## src/sv/dnp_pkg.sv

```systemverilog
// ----------------------------------------------------------------------------
// dnp_pkg: shared types and constants of the distinguished-name parser
// Character classes, result records, parser phases and attribute codes.
// ----------------------------------------------------------------------------
package dnp_pkg;

  localparam int unsigned MAX_KEY_CHARS = 6;
  localparam logic [15:0] CAPACITY_RESET = 16'hFFFF;

  // Depths of the classified-character queue and the result queue.
  localparam int unsigned FQ_DEPTH = 2;
  localparam int unsigned RQ_DEPTH = 4;

  // Attribute codes (last arc of the attribute OID).
  localparam logic [3:0] ATTR_NONE   = 4'd0;
  localparam logic [3:0] ATTR_CN     = 4'd3;
  localparam logic [3:0] ATTR_C      = 4'd6;
  localparam logic [3:0] ATTR_L      = 4'd7;
  localparam logic [3:0] ATTR_ST     = 4'd8;
  localparam logic [3:0] ATTR_STREET = 4'd9;
  localparam logic [3:0] ATTR_O      = 4'd10;
  localparam logic [3:0] ATTR_OU     = 4'd11;

  // Key spellings, right aligned as the key register collects them.
  localparam logic [7:0]  KEY_L      = 8'h4C;
  localparam logic [7:0]  KEY_O      = 8'h4F;
  localparam logic [7:0]  KEY_C      = 8'h43;
  localparam logic [15:0] KEY_CN     = 16'h434E;
  localparam logic [15:0] KEY_ST     = 16'h5354;
  localparam logic [15:0] KEY_OU     = 16'h4F55;
  localparam logic [47:0] KEY_STREET = 48'h535452454554;
  localparam logic [7:0]  KEY_GAP_CHAR = 8'h20;

  typedef enum logic [1:0] {
    KIND_BYTE   = 2'd0,
    KIND_END    = 2'd1,
    KIND_ACCEPT = 2'd2,
    KIND_ERROR  = 2'd3
  } dnp_kind_e;

  typedef enum logic [2:0] {
    PH_FIRST    = 3'd0,
    PH_KEY_WORD = 3'd1,
    PH_KEY_GAP  = 3'd2,
    PH_PRE_EQ   = 3'd3,
    PH_POST_EQ  = 3'd4,
    PH_VALUE    = 3'd5,
    PH_SEP_PRE  = 3'd6,
    PH_SEP_POST = 3'd7
  } dnp_phase_e;

  typedef struct packed {
    logic       func;
    logic [7:0] char_in;
  } dnp_in_t;

  typedef struct packed {
    dnp_kind_e   kind;
    logic [3:0]  attr_code;
    logic [7:0]  data_byte;
    logic [15:0] value_length;
  } dnp_out_t;

  // One character after classification.
  typedef struct packed {
    logic       is_end;
    logic [7:0] ch;
    logic       alnum;
    logic       plain;
    logic       space;
    logic       newline;
    logic       eq;
    logic       quote;
    logic       bslash;
    logic       hash;
    logic       sep;
  } dnp_cls_t;

  // Results of one character, written to the result queue together.
  typedef struct packed {
    logic [1:0] cnt;
    dnp_out_t   r0;
    dnp_out_t   r1;
  } dnp_wr_t;

  function automatic dnp_out_t mk_res(dnp_kind_e k, logic [3:0] a, logic [7:0] d,
                                      logic [15:0] l);
    dnp_out_t r;
    r.kind         = k;
    r.attr_code    = a;
    r.data_byte    = d;
    r.value_length = l;
    return r;
  endfunction

endpackage

```

## src/sv/dn_string_parser.sv

```systemverilog
// ----------------------------------------------------------------------------
// dn_string_parser: distinguished-name string parser, top level
// A character is registered in the intake queue, then parsed, and its results are
// registered in the result queue; a parser step waits for room in that queue.
// Throughput: one character per cycle while results drain one per cycle; a
// character with two results uses two slots of the four-entry result queue.
// The parser steps only when that queue has two free slots.
// Reset clears all parse state and sets buffer_capacity to 65535.
// ----------------------------------------------------------------------------
module dn_string_parser #(
  parameter int unsigned MaxKeyChars = dnp_pkg::MAX_KEY_CHARS
) (
  input  logic              clk_i,
  input  logic              rst_ni,
  input  logic              push,
  output logic              full,
  input  dnp_pkg::dnp_in_t  in_i,
  output logic              empty,
  input  logic              pop,
  output dnp_pkg::dnp_out_t out_o,
  input  logic              cfg_we_i,
  input  logic [15:0]       cfg_wdata_i
);
  import dnp_pkg::*;

  logic     item_valid, item_pop, room;
  dnp_cls_t item;
  dnp_wr_t  wr;

  dnp_front u_front (
    .clk_i   (clk_i),
    .rst_ni  (rst_ni),
    .push_i  (push),
    .in_i    (in_i),
    .full_o  (full),
    .pop_i   (item_pop),
    .valid_o (item_valid),
    .item_o  (item)
  );

  dnp_back #(
    .MaxKeyChars (MaxKeyChars)
  ) u_back (
    .clk_i       (clk_i),
    .rst_ni      (rst_ni),
    .cfg_we_i    (cfg_we_i),
    .cfg_wdata_i (cfg_wdata_i),
    .valid_i     (item_valid),
    .item_i      (item),
    .room_i      (room),
    .pop_o       (item_pop),
    .wr_o        (wr)
  );

  dnp_rfifo u_rfifo (
    .clk_i   (clk_i),
    .rst_ni  (rst_ni),
    .wr_i    (wr),
    .room_o  (room),
    .pop_i   (pop),
    .empty_o (empty),
    .head_o  (out_o)
  );

  // The parser only consumes characters that the intake queue holds.
  a_pop_valid: assert property (@(posedge clk_i) disable iff (!rst_ni)
    item_pop |-> item_valid)
    else $error("parser consumed from an empty character queue");

  // Results are only written when the result queue has room for two.
  a_room: assert property (@(posedge clk_i) disable iff (!rst_ni)
    (wr.cnt != 2'd0) |-> room)
    else $error("result written without queue room");

  // Accept and error results carry no attribute, byte or length.
  a_status_clean: assert property (@(posedge clk_i) disable iff (!rst_ni)
    (!empty && (out_o.kind == KIND_ACCEPT || out_o.kind == KIND_ERROR)) |->
      (out_o.attr_code == ATTR_NONE && out_o.data_byte == 8'd0 &&
       out_o.value_length == 16'd0))
    else $error("status result carries stale payload");

endmodule

```

## src/sv/dnp_front.sv

```systemverilog
// ----------------------------------------------------------------------------
// dnp_front: character intake
// Classifies each accepted character and holds it in a short queue until the
// parser takes it.
// ----------------------------------------------------------------------------
module dnp_front (
  input  logic             clk_i,
  input  logic             rst_ni,
  input  logic             push_i,
  input  dnp_pkg::dnp_in_t in_i,
  output logic             full_o,
  input  logic             pop_i,
  output logic             valid_o,
  output dnp_pkg::dnp_cls_t item_o
);
  import dnp_pkg::*;

  localparam int unsigned PtrW = $clog2(FQ_DEPTH);
  localparam int unsigned CntW = $clog2(FQ_DEPTH + 1);

  localparam logic [7:0] ChNul    = 8'h00;
  localparam logic [7:0] ChNl     = 8'h0A;
  localparam logic [7:0] ChSpace  = 8'h20;
  localparam logic [7:0] ChQuote  = 8'h22;
  localparam logic [7:0] ChHash   = 8'h23;
  localparam logic [7:0] ChPlus   = 8'h2B;
  localparam logic [7:0] ChComma  = 8'h2C;
  localparam logic [7:0] ChSemi   = 8'h3B;
  localparam logic [7:0] ChLt     = 8'h3C;
  localparam logic [7:0] ChEq     = 8'h3D;
  localparam logic [7:0] ChGt     = 8'h3E;
  localparam logic [7:0] ChBslash = 8'h5C;

  dnp_cls_t        mem_q [FQ_DEPTH];
  logic [PtrW-1:0] rd_q, rd_d, wr_q, wr_d;
  logic [CntW-1:0] cnt_q, cnt_d;
  dnp_cls_t        cls;
  logic [7:0]      lower;
  logic            push_ok;

  always_comb begin
    lower       = in_i.char_in | 8'h20;
    cls.ch      = in_i.char_in;
    cls.is_end  = in_i.func || (in_i.char_in == ChNul);
    cls.alnum   = (in_i.char_in >= 8'h30 && in_i.char_in <= 8'h39) ||
                  (lower >= 8'h61 && lower <= 8'h7A);
    cls.space   = in_i.char_in == ChSpace;
    cls.newline = in_i.char_in == ChNl;
    cls.eq      = in_i.char_in == ChEq;
    cls.quote   = in_i.char_in == ChQuote;
    cls.bslash  = in_i.char_in == ChBslash;
    cls.hash    = in_i.char_in == ChHash;
    cls.sep     = (in_i.char_in == ChComma) || (in_i.char_in == ChSemi);
    cls.plain   = !(cls.sep || cls.eq || cls.newline || cls.hash || cls.quote ||
                    cls.bslash || in_i.char_in == ChPlus || in_i.char_in == ChLt ||
                    in_i.char_in == ChGt || in_i.char_in == ChNul);
  end

  assign full_o  = cnt_q == CntW'(FQ_DEPTH);
  assign valid_o = cnt_q != '0;
  assign item_o  = mem_q[rd_q];
  assign push_ok = push_i && !full_o;

  always_comb begin
    rd_d  = pop_i ? rd_q + PtrW'(1) : rd_q;
    wr_d  = push_ok ? wr_q + PtrW'(1) : wr_q;
    cnt_d = cnt_q + CntW'(push_ok) - CntW'(pop_i);
  end

  always_ff @(posedge clk_i or negedge rst_ni) begin
    if (!rst_ni) begin
      rd_q  <= '0;
      wr_q  <= '0;
      cnt_q <= '0;
    end else begin
      rd_q  <= rd_d;
      wr_q  <= wr_d;
      cnt_q <= cnt_d;
    end
  end

  always_ff @(posedge clk_i) begin
    if (push_ok) begin
      mem_q[wr_q] <= cls;
    end
  end

endmodule

```

## src/sv/dnp_back.sv

```systemverilog
// ----------------------------------------------------------------------------
// dnp_back: component parser
// Runs the key / value / separator state machine on one classified character
// per step and produces up to two results for it.
// ----------------------------------------------------------------------------
module dnp_back #(
  parameter int unsigned MaxKeyChars = dnp_pkg::MAX_KEY_CHARS
) (
  input  logic              clk_i,
  input  logic              rst_ni,
  input  logic              cfg_we_i,
  input  logic [15:0]       cfg_wdata_i,
  input  logic              valid_i,
  input  dnp_pkg::dnp_cls_t item_i,
  input  logic              room_i,
  output logic              pop_o,
  output dnp_pkg::dnp_wr_t  wr_o
);
  import dnp_pkg::*;

  localparam int unsigned KeyW = 8 * MaxKeyChars;
  localparam int unsigned CntW = $clog2(MaxKeyChars + 2);

  dnp_phase_e      phase_q, phase_d;
  logic [KeyW-1:0] key_q, key_d;
  logic [CntW-1:0] kcnt_q, kcnt_d;
  logic [3:0]      attr_q, attr_d;
  logic            inq_q, inq_d, esc_q, esc_d, nl_q, nl_d, err_q, err_d;
  logic [15:0]     bytes_q, bytes_d, vcnt_q, vcnt_d, cap_q;

  logic                 step, fresh, do_value, do_first, skip, iq, es;
  logic [15:0]          vc;
  logic [3:0]           lookup;
  logic [KeyW+CntW-1:0] k1, k2;

  // Appends one character to the key; an overlong key saturates its count.
  function automatic logic [KeyW+CntW-1:0] key_add(logic [KeyW-1:0] k,
                                                   logic [CntW-1:0] n,
                                                   logic [7:0] c);
    logic [KeyW+CntW-1:0] r;
    if (n < CntW'(MaxKeyChars)) begin
      r = {n + CntW'(1), k[KeyW-9:0], c};
    end else begin
      r = {CntW'(MaxKeyChars + 1), k};
    end
    return r;
  endfunction

  assign step  = valid_i && room_i;
  assign pop_o = step;
  // The optional newline is taken once; a space is always skipped.
  assign skip  = (item_i.newline && !nl_q) || item_i.space;

  always_comb begin
    lookup = ATTR_NONE;
    if (kcnt_q == CntW'(1)) begin
      if (key_q == KeyW'(KEY_L)) lookup = ATTR_L;
      if (key_q == KeyW'(KEY_O)) lookup = ATTR_O;
      if (key_q == KeyW'(KEY_C)) lookup = ATTR_C;
    end else if (kcnt_q == CntW'(2)) begin
      if (key_q == KeyW'(KEY_CN)) lookup = ATTR_CN;
      if (key_q == KeyW'(KEY_ST)) lookup = ATTR_ST;
      if (key_q == KeyW'(KEY_OU)) lookup = ATTR_OU;
    end else if (kcnt_q == CntW'(6)) begin
      if (key_q == KeyW'(KEY_STREET)) lookup = ATTR_STREET;
    end
  end

  always_comb begin
    phase_d  = phase_q;
    key_d    = key_q;
    kcnt_d   = kcnt_q;
    attr_d   = attr_q;
    inq_d    = inq_q;
    esc_d    = esc_q;
    nl_d     = nl_q;
    bytes_d  = bytes_q;
    vcnt_d   = vcnt_q;
    err_d    = err_q;
    fresh    = 1'b0;
    do_value = 1'b0;
    do_first = 1'b0;
    iq       = inq_q;
    es       = esc_q;
    vc       = vcnt_q;
    wr_o     = '0;
    k1       = {kcnt_q, key_q};
    if (phase_q == PH_KEY_GAP) begin
      k1 = key_add(key_q, kcnt_q, KEY_GAP_CHAR);
    end
    k2 = key_add(k1[KeyW-1:0], k1[KeyW+CntW-1:KeyW], item_i.ch);

    if (step) begin
      if (err_q) begin
        // Characters after an error are dropped until the string ends.
        fresh = item_i.is_end;
      end else begin
        unique case (phase_q) inside
          PH_FIRST: begin
            do_first = 1'b1;
          end
          PH_KEY_WORD, PH_KEY_GAP: begin
            if (!item_i.is_end && item_i.alnum) begin
              {kcnt_d, key_d} = k2;
              phase_d = PH_KEY_WORD;
            end else if (!item_i.is_end && item_i.space) begin
              phase_d = PH_KEY_GAP;
            end else if (lookup == ATTR_NONE) begin
              wr_o.cnt = 2'd1;
              wr_o.r0  = mk_res(KIND_ERROR, ATTR_NONE, '0, '0);
              fresh    = item_i.is_end;
              err_d    = !item_i.is_end;
            end else begin
              // Key done; the same character is looked at as the '=' step.
              attr_d = lookup;
              if (!item_i.is_end && item_i.newline) begin
                phase_d = PH_PRE_EQ;
                nl_d    = 1'b1;
              end else if (!item_i.is_end && item_i.eq) begin
                phase_d = PH_POST_EQ;
                nl_d    = 1'b0;
              end else begin
                wr_o.cnt = 2'd1;
                wr_o.r0  = mk_res(KIND_ERROR, ATTR_NONE, '0, '0);
                fresh    = item_i.is_end;
                err_d    = !item_i.is_end;
              end
            end
          end
          PH_PRE_EQ: begin
            if (!item_i.is_end && skip) begin
              nl_d = 1'b1;
            end else if (!item_i.is_end && item_i.eq) begin
              phase_d = PH_POST_EQ;
              nl_d    = 1'b0;
            end else begin
              wr_o.cnt = 2'd1;
              wr_o.r0  = mk_res(KIND_ERROR, ATTR_NONE, '0, '0);
              fresh    = item_i.is_end;
              err_d    = !item_i.is_end;
            end
          end
          PH_POST_EQ: begin
            vcnt_d = '0;
            esc_d  = 1'b0;
            inq_d  = 1'b0;
            if (!item_i.is_end && skip) begin
              nl_d = 1'b1;
            end else if (!item_i.is_end && item_i.hash) begin
              wr_o.cnt = 2'd1;
              wr_o.r0  = mk_res(KIND_ERROR, ATTR_NONE, '0, '0);
              err_d    = 1'b1;
            end else if (!item_i.is_end && item_i.quote) begin
              inq_d   = 1'b1;
              phase_d = PH_VALUE;
            end else begin
              phase_d  = PH_VALUE;
              do_value = 1'b1;
              iq       = 1'b0;
              es       = 1'b0;
              vc       = '0;
            end
          end
          PH_VALUE: begin
            do_value = 1'b1;
          end
          PH_SEP_PRE: begin
            if (item_i.is_end) begin
              wr_o.cnt = 2'd1;
              wr_o.r0  = mk_res(KIND_ACCEPT, ATTR_NONE, '0, '0);
              fresh    = 1'b1;
            end else if (skip) begin
              nl_d = 1'b1;
            end else if (item_i.sep) begin
              phase_d = PH_SEP_POST;
              nl_d    = 1'b0;
            end else begin
              wr_o.cnt = 2'd1;
              wr_o.r0  = mk_res(KIND_ERROR, ATTR_NONE, '0, '0);
              err_d    = 1'b1;
            end
          end
          PH_SEP_POST: begin
            if (item_i.is_end) begin
              wr_o.cnt = 2'd1;
              wr_o.r0  = mk_res(KIND_ACCEPT, ATTR_NONE, '0, '0);
              fresh    = 1'b1;
            end else if (skip) begin
              nl_d = 1'b1;
            end else begin
              do_first = 1'b1;
            end
          end
        endcase

        if (do_first) begin
          if (!item_i.is_end && item_i.alnum) begin
            key_d   = KeyW'(item_i.ch);
            kcnt_d  = CntW'(1);
            phase_d = PH_KEY_WORD;
          end else begin
            wr_o.cnt = 2'd1;
            wr_o.r0  = mk_res(KIND_ERROR, ATTR_NONE, '0, '0);
            fresh    = item_i.is_end;
            err_d    = !item_i.is_end;
          end
        end

        if (do_value) begin
          if (item_i.is_end) begin
            if (iq || es) begin
              wr_o.cnt = 2'd1;
              wr_o.r0  = mk_res(KIND_ERROR, ATTR_NONE, '0, '0);
            end else begin
              wr_o.cnt = 2'd2;
              wr_o.r0  = mk_res(KIND_END, attr_q, '0, vc);
              wr_o.r1  = mk_res(KIND_ACCEPT, ATTR_NONE, '0, '0);
            end
            fresh = 1'b1;
          end else if (es || (iq && !item_i.quote && !item_i.bslash) ||
                       (!iq && item_i.plain)) begin
            // Value byte, subject to the total buffer limit.
            esc_d = 1'b0;
            if (bytes_q >= cap_q) begin
              wr_o.cnt = 2'd1;
              wr_o.r0  = mk_res(KIND_ERROR, ATTR_NONE, '0, '0);
              err_d    = 1'b1;
            end else begin
              wr_o.cnt = 2'd1;
              wr_o.r0  = mk_res(KIND_BYTE, attr_q, item_i.ch, '0);
              bytes_d  = bytes_q + 16'd1;
              vcnt_d   = vc + 16'd1;
            end
          end else if (item_i.bslash) begin
            esc_d = 1'b1;
          end else if (iq) begin
            // Closing quote ends the value.
            wr_o.cnt = 2'd1;
            wr_o.r0  = mk_res(KIND_END, attr_q, '0, vc);
            phase_d  = PH_SEP_PRE;
            nl_d     = 1'b0;
          end else begin
            // A special character ends an unquoted value and is then parsed
            // as the first character after it.
            wr_o.cnt = 2'd1;
            wr_o.r0  = mk_res(KIND_END, attr_q, '0, vc);
            if (item_i.newline || item_i.space) begin
              phase_d = PH_SEP_PRE;
              nl_d    = 1'b1;
            end else if (item_i.sep) begin
              phase_d = PH_SEP_POST;
              nl_d    = 1'b0;
            end else begin
              wr_o.cnt = 2'd2;
              wr_o.r1  = mk_res(KIND_ERROR, ATTR_NONE, '0, '0);
              err_d    = 1'b1;
            end
          end
        end
      end

      if (fresh) begin
        phase_d = PH_FIRST;
        key_d   = '0;
        kcnt_d  = '0;
        attr_d  = ATTR_NONE;
        inq_d   = 1'b0;
        esc_d   = 1'b0;
        nl_d    = 1'b0;
        bytes_d = '0;
        vcnt_d  = '0;
        err_d   = 1'b0;
      end
    end
  end

  always_ff @(posedge clk_i or negedge rst_ni) begin
    if (!rst_ni) begin
      phase_q <= PH_FIRST;
      key_q   <= '0;
      kcnt_q  <= '0;
      attr_q  <= ATTR_NONE;
      inq_q   <= 1'b0;
      esc_q   <= 1'b0;
      nl_q    <= 1'b0;
      bytes_q <= '0;
      vcnt_q  <= '0;
      err_q   <= 1'b0;
      cap_q   <= CAPACITY_RESET;
    end else begin
      phase_q <= phase_d;
      key_q   <= key_d;
      kcnt_q  <= kcnt_d;
      attr_q  <= attr_d;
      inq_q   <= inq_d;
      esc_q   <= esc_d;
      nl_q    <= nl_d;
      bytes_q <= bytes_d;
      vcnt_q  <= vcnt_d;
      err_q   <= err_d;
      if (cfg_we_i) begin
        cap_q <= cfg_wdata_i;
      end
    end
  end

endmodule

```

## src/sv/dnp_rfifo.sv

```systemverilog
// ----------------------------------------------------------------------------
// dnp_rfifo: result queue
// Takes up to two results per cycle from the parser and hands out one per
// transaction, oldest first.
// ----------------------------------------------------------------------------
module dnp_rfifo (
  input  logic              clk_i,
  input  logic              rst_ni,
  input  dnp_pkg::dnp_wr_t  wr_i,
  output logic              room_o,
  input  logic              pop_i,
  output logic              empty_o,
  output dnp_pkg::dnp_out_t head_o
);
  import dnp_pkg::*;

  localparam int unsigned PtrW = $clog2(RQ_DEPTH);
  localparam int unsigned CntW = $clog2(RQ_DEPTH + 1);

  dnp_out_t        mem_q [RQ_DEPTH];
  logic [PtrW-1:0] rd_q, rd_d, wr_q, wr_d;
  logic [CntW-1:0] cnt_q, cnt_d;
  logic            pop_ok;

  assign empty_o = cnt_q == '0;
  assign head_o  = mem_q[rd_q];
  assign room_o  = cnt_q <= CntW'(RQ_DEPTH - 2);
  assign pop_ok  = pop_i && !empty_o;

  always_comb begin
    rd_d  = pop_ok ? rd_q + PtrW'(1) : rd_q;
    wr_d  = wr_q + PtrW'(wr_i.cnt);
    cnt_d = cnt_q + CntW'(wr_i.cnt) - CntW'(pop_ok);
  end

  always_ff @(posedge clk_i or negedge rst_ni) begin
    if (!rst_ni) begin
      rd_q  <= '0;
      wr_q  <= '0;
      cnt_q <= '0;
    end else begin
      rd_q  <= rd_d;
      wr_q  <= wr_d;
      cnt_q <= cnt_d;
    end
  end

  always_ff @(posedge clk_i) begin
    if (wr_i.cnt != 2'd0) begin
      mem_q[wr_q] <= wr_i.r0;
    end
    if (wr_i.cnt == 2'd2) begin
      mem_q[wr_q + PtrW'(1)] <= wr_i.r1;
    end
  end

endmodule

```

## config.mk

```make
export PLATFORM = sky130hd
export DESIGN_NAME = dn_string_parser
export DESIGN_NICKNAME = d
export VERILOG_FILES = /design/src/sv/dnp_pkg.sv /design/src/sv/dn_string_parser.sv /design/src/sv/dnp_front.sv /design/src/sv/dnp_back.sv /design/src/sv/dnp_rfifo.sv
export SDC_FILE = /design/constraint.sdc
export NUM_CORES = 1
export LEC_CHECK = 0
export BUFFER_PORTS_ARGS = -buffer_cell sky130_fd_sc_hd__buf_2
export CAP_MARGIN = 10
export CORE_MARGIN = 2
export CORE_UTILIZATION = 60
export CTS_CLUSTER_DIAMETER = 50
export CTS_CLUSTER_SIZE = 28
export DETAILED_ROUTE_END_ITERATION = 16
export PLACE_DENSITY = 0.75
export SYNTH_ARGS = -nofsm -noshare
export SYNTH_HDL_FRONTEND = slang
export SYNTH_SLANG_ARGS = --single-unit
```

## constraint.sdc

```tcl
create_clock -name clk_i -period 6.1 [get_ports clk_i]
set_input_delay 1.22 -clock clk_i [delete_from_list [all_inputs] [get_ports clk_i]]
set_output_delay 1.22 -clock clk_i [all_outputs]
set_load 0.1 [all_outputs]
```

==> metrics.md <==
| Metric | Value |
|---|---|
| Outcome | `finished, final reports clean` |
| # H-tree levels | `1` |
| Overflow after GRT | `0` |
| Syn-to-layout area delta | `10.2%` |
| Post-route clock period utilization | `67.9%` |
| Worst VDD drop | `0.257 mV` |
| Arrival @ worst endpoint | `4.59 ns` |
| Via count | `~13000` |
| First-pass GRT wire length | `between 60 and 70 mm` |
| Clock transition at path regs | `0.08 ns` |
| FF-to-FF Start | `u_front.rd_q` |
| Most frequent CP cell | `buf_4` |
| Clk_skew | `between 0.015 and 0.02 ns` |
| YS warnings | `0` |
| Critical Path Source Type | `register` |
| Post-synth top cells | `251 x nand2_1, 123 x mux2i_1, 112 x dfxtp_1` |
| Post-Synth XOR/XNOR Area | `0.744%` |
| Power Dens Cells | `385 mW/mm²` |
| GP Congestion | `0.987` |
| Synthesized area | `0.0153 mm²` |
| DRC Markers | `0` |
| Hold/Removal Path Class | `register to register` |
| Peak per-stage delay on the critical path | `0.84 ns` |
| Cell Chain, Critical Path | `buf_4 > and3b_1 > nor3_1 > nand4_1 > buf_4 > and2_1 > ha_1 > and3_1 > nand3_1 > or2_2 > nor4b_1 > a41oi_1 > o211ai_1 > o21ai_0` |
| Leak | `7.10 nW` |
| Routing usage on met3 | `3.69%` |
| Mux contribution to synthesized area | `13.6%` |
| CP max FO | `22` |
| Filler instances | `2025` |
| Post-CTS Setup Repair Bufs | `0` |
| Met2 track demand over resource | `roughly 48%` |
| Synth area leaders | `dfrtp_1 17%, dfxtp_1 15%, edfxtp_1 8.6%, mux2i_1 8.0%, nand2_1 6.2%` |
| # hold bufs at CTS | `0` |
| Most frequent cell after synthesis | `nand2_1` |
| DIE AREA | `between 0.02 and 0.03 mm²` |
| Max Clk Rate | `241 MHz` |
| Share of layout cells above drive strength 1 | `14.7%` |
| Port Buf Inserts | `61` |
| Synth Area in Compound Gates | `between 15 and 20%` |
| Largest family of logic cells by synthesized area | `simple AND/OR/NAND/NOR gates` |
| Slowest cell on the critical path | `dfrtp_1` |
| Initial antenna violation count | `0` |
| Power Total | `6.49 mW` |
| Clock sink count | `277` |
| DRT iter0 DRCs | `1431` |
| Max-cap violations | `0` |
| WHS Path Cells | `2` |
| GR peak layer | `met2` |
| Vias in the first global route | `12491` |
| Relative slew slack | `a little over a quarter` |
| Placed wire-length estimate | `26.9 mm` |
| CTS buffer count | `31` |
| Asr flop ratio synth | `43.7%` |
| Die Span Y | `164 µm` |
| Clk buf depth | `3` |
| Worst-Skew Late Latency | `0.59 ns` |
| GRT met1 Usage | `42.8%` |
| Synth Area in Simple Gates | `roughly 20%` |
| N_diodes | `0` |
| Post-synthesis sequential area ratio | `43.2%` |
| Finished Layout Cells | `1983` |
| Setup_tns | `0 ns` |
| EDFF count, synth | `44` |
| Worst Tran Pin Value | `1.08 ns` |
| CTS tree | `done` |
| # setup viols final | `0` |
| Vias per cell | `about 6.5` |
| Register area | `0.00661 mm²` |
| Crit. End Element | `register` |
| Post-synth top area share | `17.2%` |
| First-pass DRT Iterations | `5` |
| Footprint of the multi-input gates | `0.00807 mm²` |
| Worst Min Path Start | `u_rfifo.mem_q[1][12]` |
| Area leader, netlist | `dfrtp_1` |
| Final nets | `1687` |
| Largest net degree at the start of global routing | `77` |
| Worst R2R Setup Slack | `slightly below 2 ns` |
| Core footprint | `roughly 0.025 mm²` |
| Synth Area per Inst | `9.39 µm²` |
| WL final | `40.1 mm` |
| Worst Setup SP | `u_front.rd_q` |
| Fraction of the mapped netlist area in adder cells | `2.42%` |
| Mapped Cells | `1630` |
| Seq cells post-synth | `277` |
| Num ports | `between 60 and 70` |
| Crit Path Class | `register to register` |
| WP data required | `6.55 ns` |
| Root Driver | `clkbuf_16` |
| Dpl cell area | `about 0.016 mm²` |
| Initial Utilization | `around three fifths` |
| Final min period | `4.14 ns` |
| Slew Limit Fails | `0` |
| Ys flop type | `dfxtp_1` |
| Final Hold Fails | `0` |
| Total track usage | `30.2%` |
| Final ANT Viol Nets | `0` |
| Cts repair resizes | `0` |
| Final Cell Area | `0.0169 mm²` |
| Placed cells | `1924` |
| Reg2Reg Depth | `14` |
| RSZ-0062 raised after global routing | `false` |
| # rows | `58` |
| Die Wd | `between 150 and 200 µm` |
| Yosys cell types | `87` |
| Syn Nets | `roughly 1700` |
| DR WL/cell | `20.2 µm` |
==> cell families after synthesis <==
| kind of cell | after synthesis |
|---|---|
| buf+inv | 167 |
| mux | 168 |
| compound gates | 357 |
| simple gates | 619 |
| xor+xnor | 13 |
| fa+ha+maj | 29 |
| flops | 277 |
==> placed cells by master, fill, tap and decap left out, types with 14 or more instances in the layout <==
master     count
buf_2         60
mux2i_1      122
and3_1        16
o221ai_1      39
a21o_1        14
ha_1          28
nand2_1      251
edfxtp_1      44
dfstp_2       16
o21ai_0       94
nor2_1        86
a22o_1        14
nand4_1       30
a21oi_1       50
nor4_1        16
mux4_2        30
dfxtp_1      112
a31oi_1       23
nand3_1       94
buf_4         29
mux2_2        15
clkbuf_16     31
nor3_1        30
inv_1         42
dfrtp_1      104
==> where the power goes <==
part / switching, mW / internal [mW] / total (mW) / leakage [nW]
Sequential: 0.207 / 2.05 / 2.26 / 2.92
Combinational: 1.54 / 0.737 / 2.28 / 3.65
Clock: 0.932 / 1.02 / 1.95 / 0.534
Total: 2.68 / 3.81 / 6.49 / 7.10
==> path summary, 6_finish.rpt <==
path,end
setup / recovery,u_back.vcnt_q[14]
hold / removal,u_rfifo.mem_q[1][12]
setup reg to reg,u_back.vcnt_q[14]
hold reg to reg,u_rfifo.mem_q[1][12]
max in group asynchronous,u_back.attr_q[2]
min in group asynchronous,u_back.key_q[47]
==> registers in the layout, summed over array words and instances (netlist names) <==
name	cells
u_back.attr_q	4
u_back.bytes_q	16
u_back.cap_q	16
u_back.err_q	1
u_back.esc_q	1
u_back.inq_q	1
u_back.kcnt_q	3
u_back.key_q	48
u_back.nl_q	1
u_back.phase_q	3
u_back.vcnt_q	16
u_front.cnt_q	2
u_front.mem_q	36
u_front.rd_q	1
u_front.wr_q	1
u_rfifo.cnt_q	3
u_rfifo.mem_q	120
u_rfifo.rd_q	2
u_rfifo.wr_q	2
==> final cells by class <==
| cell class | count | share of cell area [%] |
|---|---|---|
| clock buffer | 32 | 4.68 |
| clock inverter | 26 | 1.79 |
| inverter | 42 | 0.935 |
| multi-input combinational | 1186 | 47.8 |
| sequential | 277 | 39.2 |
| tap | 330 | 2.45 |
| timing repair buffer | 90 | 3.12 |
==> stage by stage <==
| stage | utilization (%) | hold slack [ns] | setup slack, ns |
|---|---|---|---|
| 4_1_cts | 67.2 | 0.462 | 2.03 |
| 3_5_place_dp | 62.8 | 0.452 | 2.07 |
| 3_3_place_gp | 62.8 | 0.442 | 2.20 |
| 6_report | 67.2 | 0.460 | 1.96 |
| 5_1_grt | 67.2 | 0.481 | 1.70 |
| 2_1_floorplan | - | 0.435 | 2.00 |
==> critical path: cells and delay by family, from the launching register on <==
kind	cells	cell delay, ns
simple gates	8	1.85
flops	1	0.84
buf+inv	2	0.64
compound gates	3	0.50
fa+ha+maj	1	0.17
==> layer usage <==
layer	up-vias	wire (µm)
met3	91	2120
li1	6060	-
met5	-	0
met4	0	1420
met2	458	18500
met1	6314	18000
Note: power is estimated with default switching activity, not from simulation.
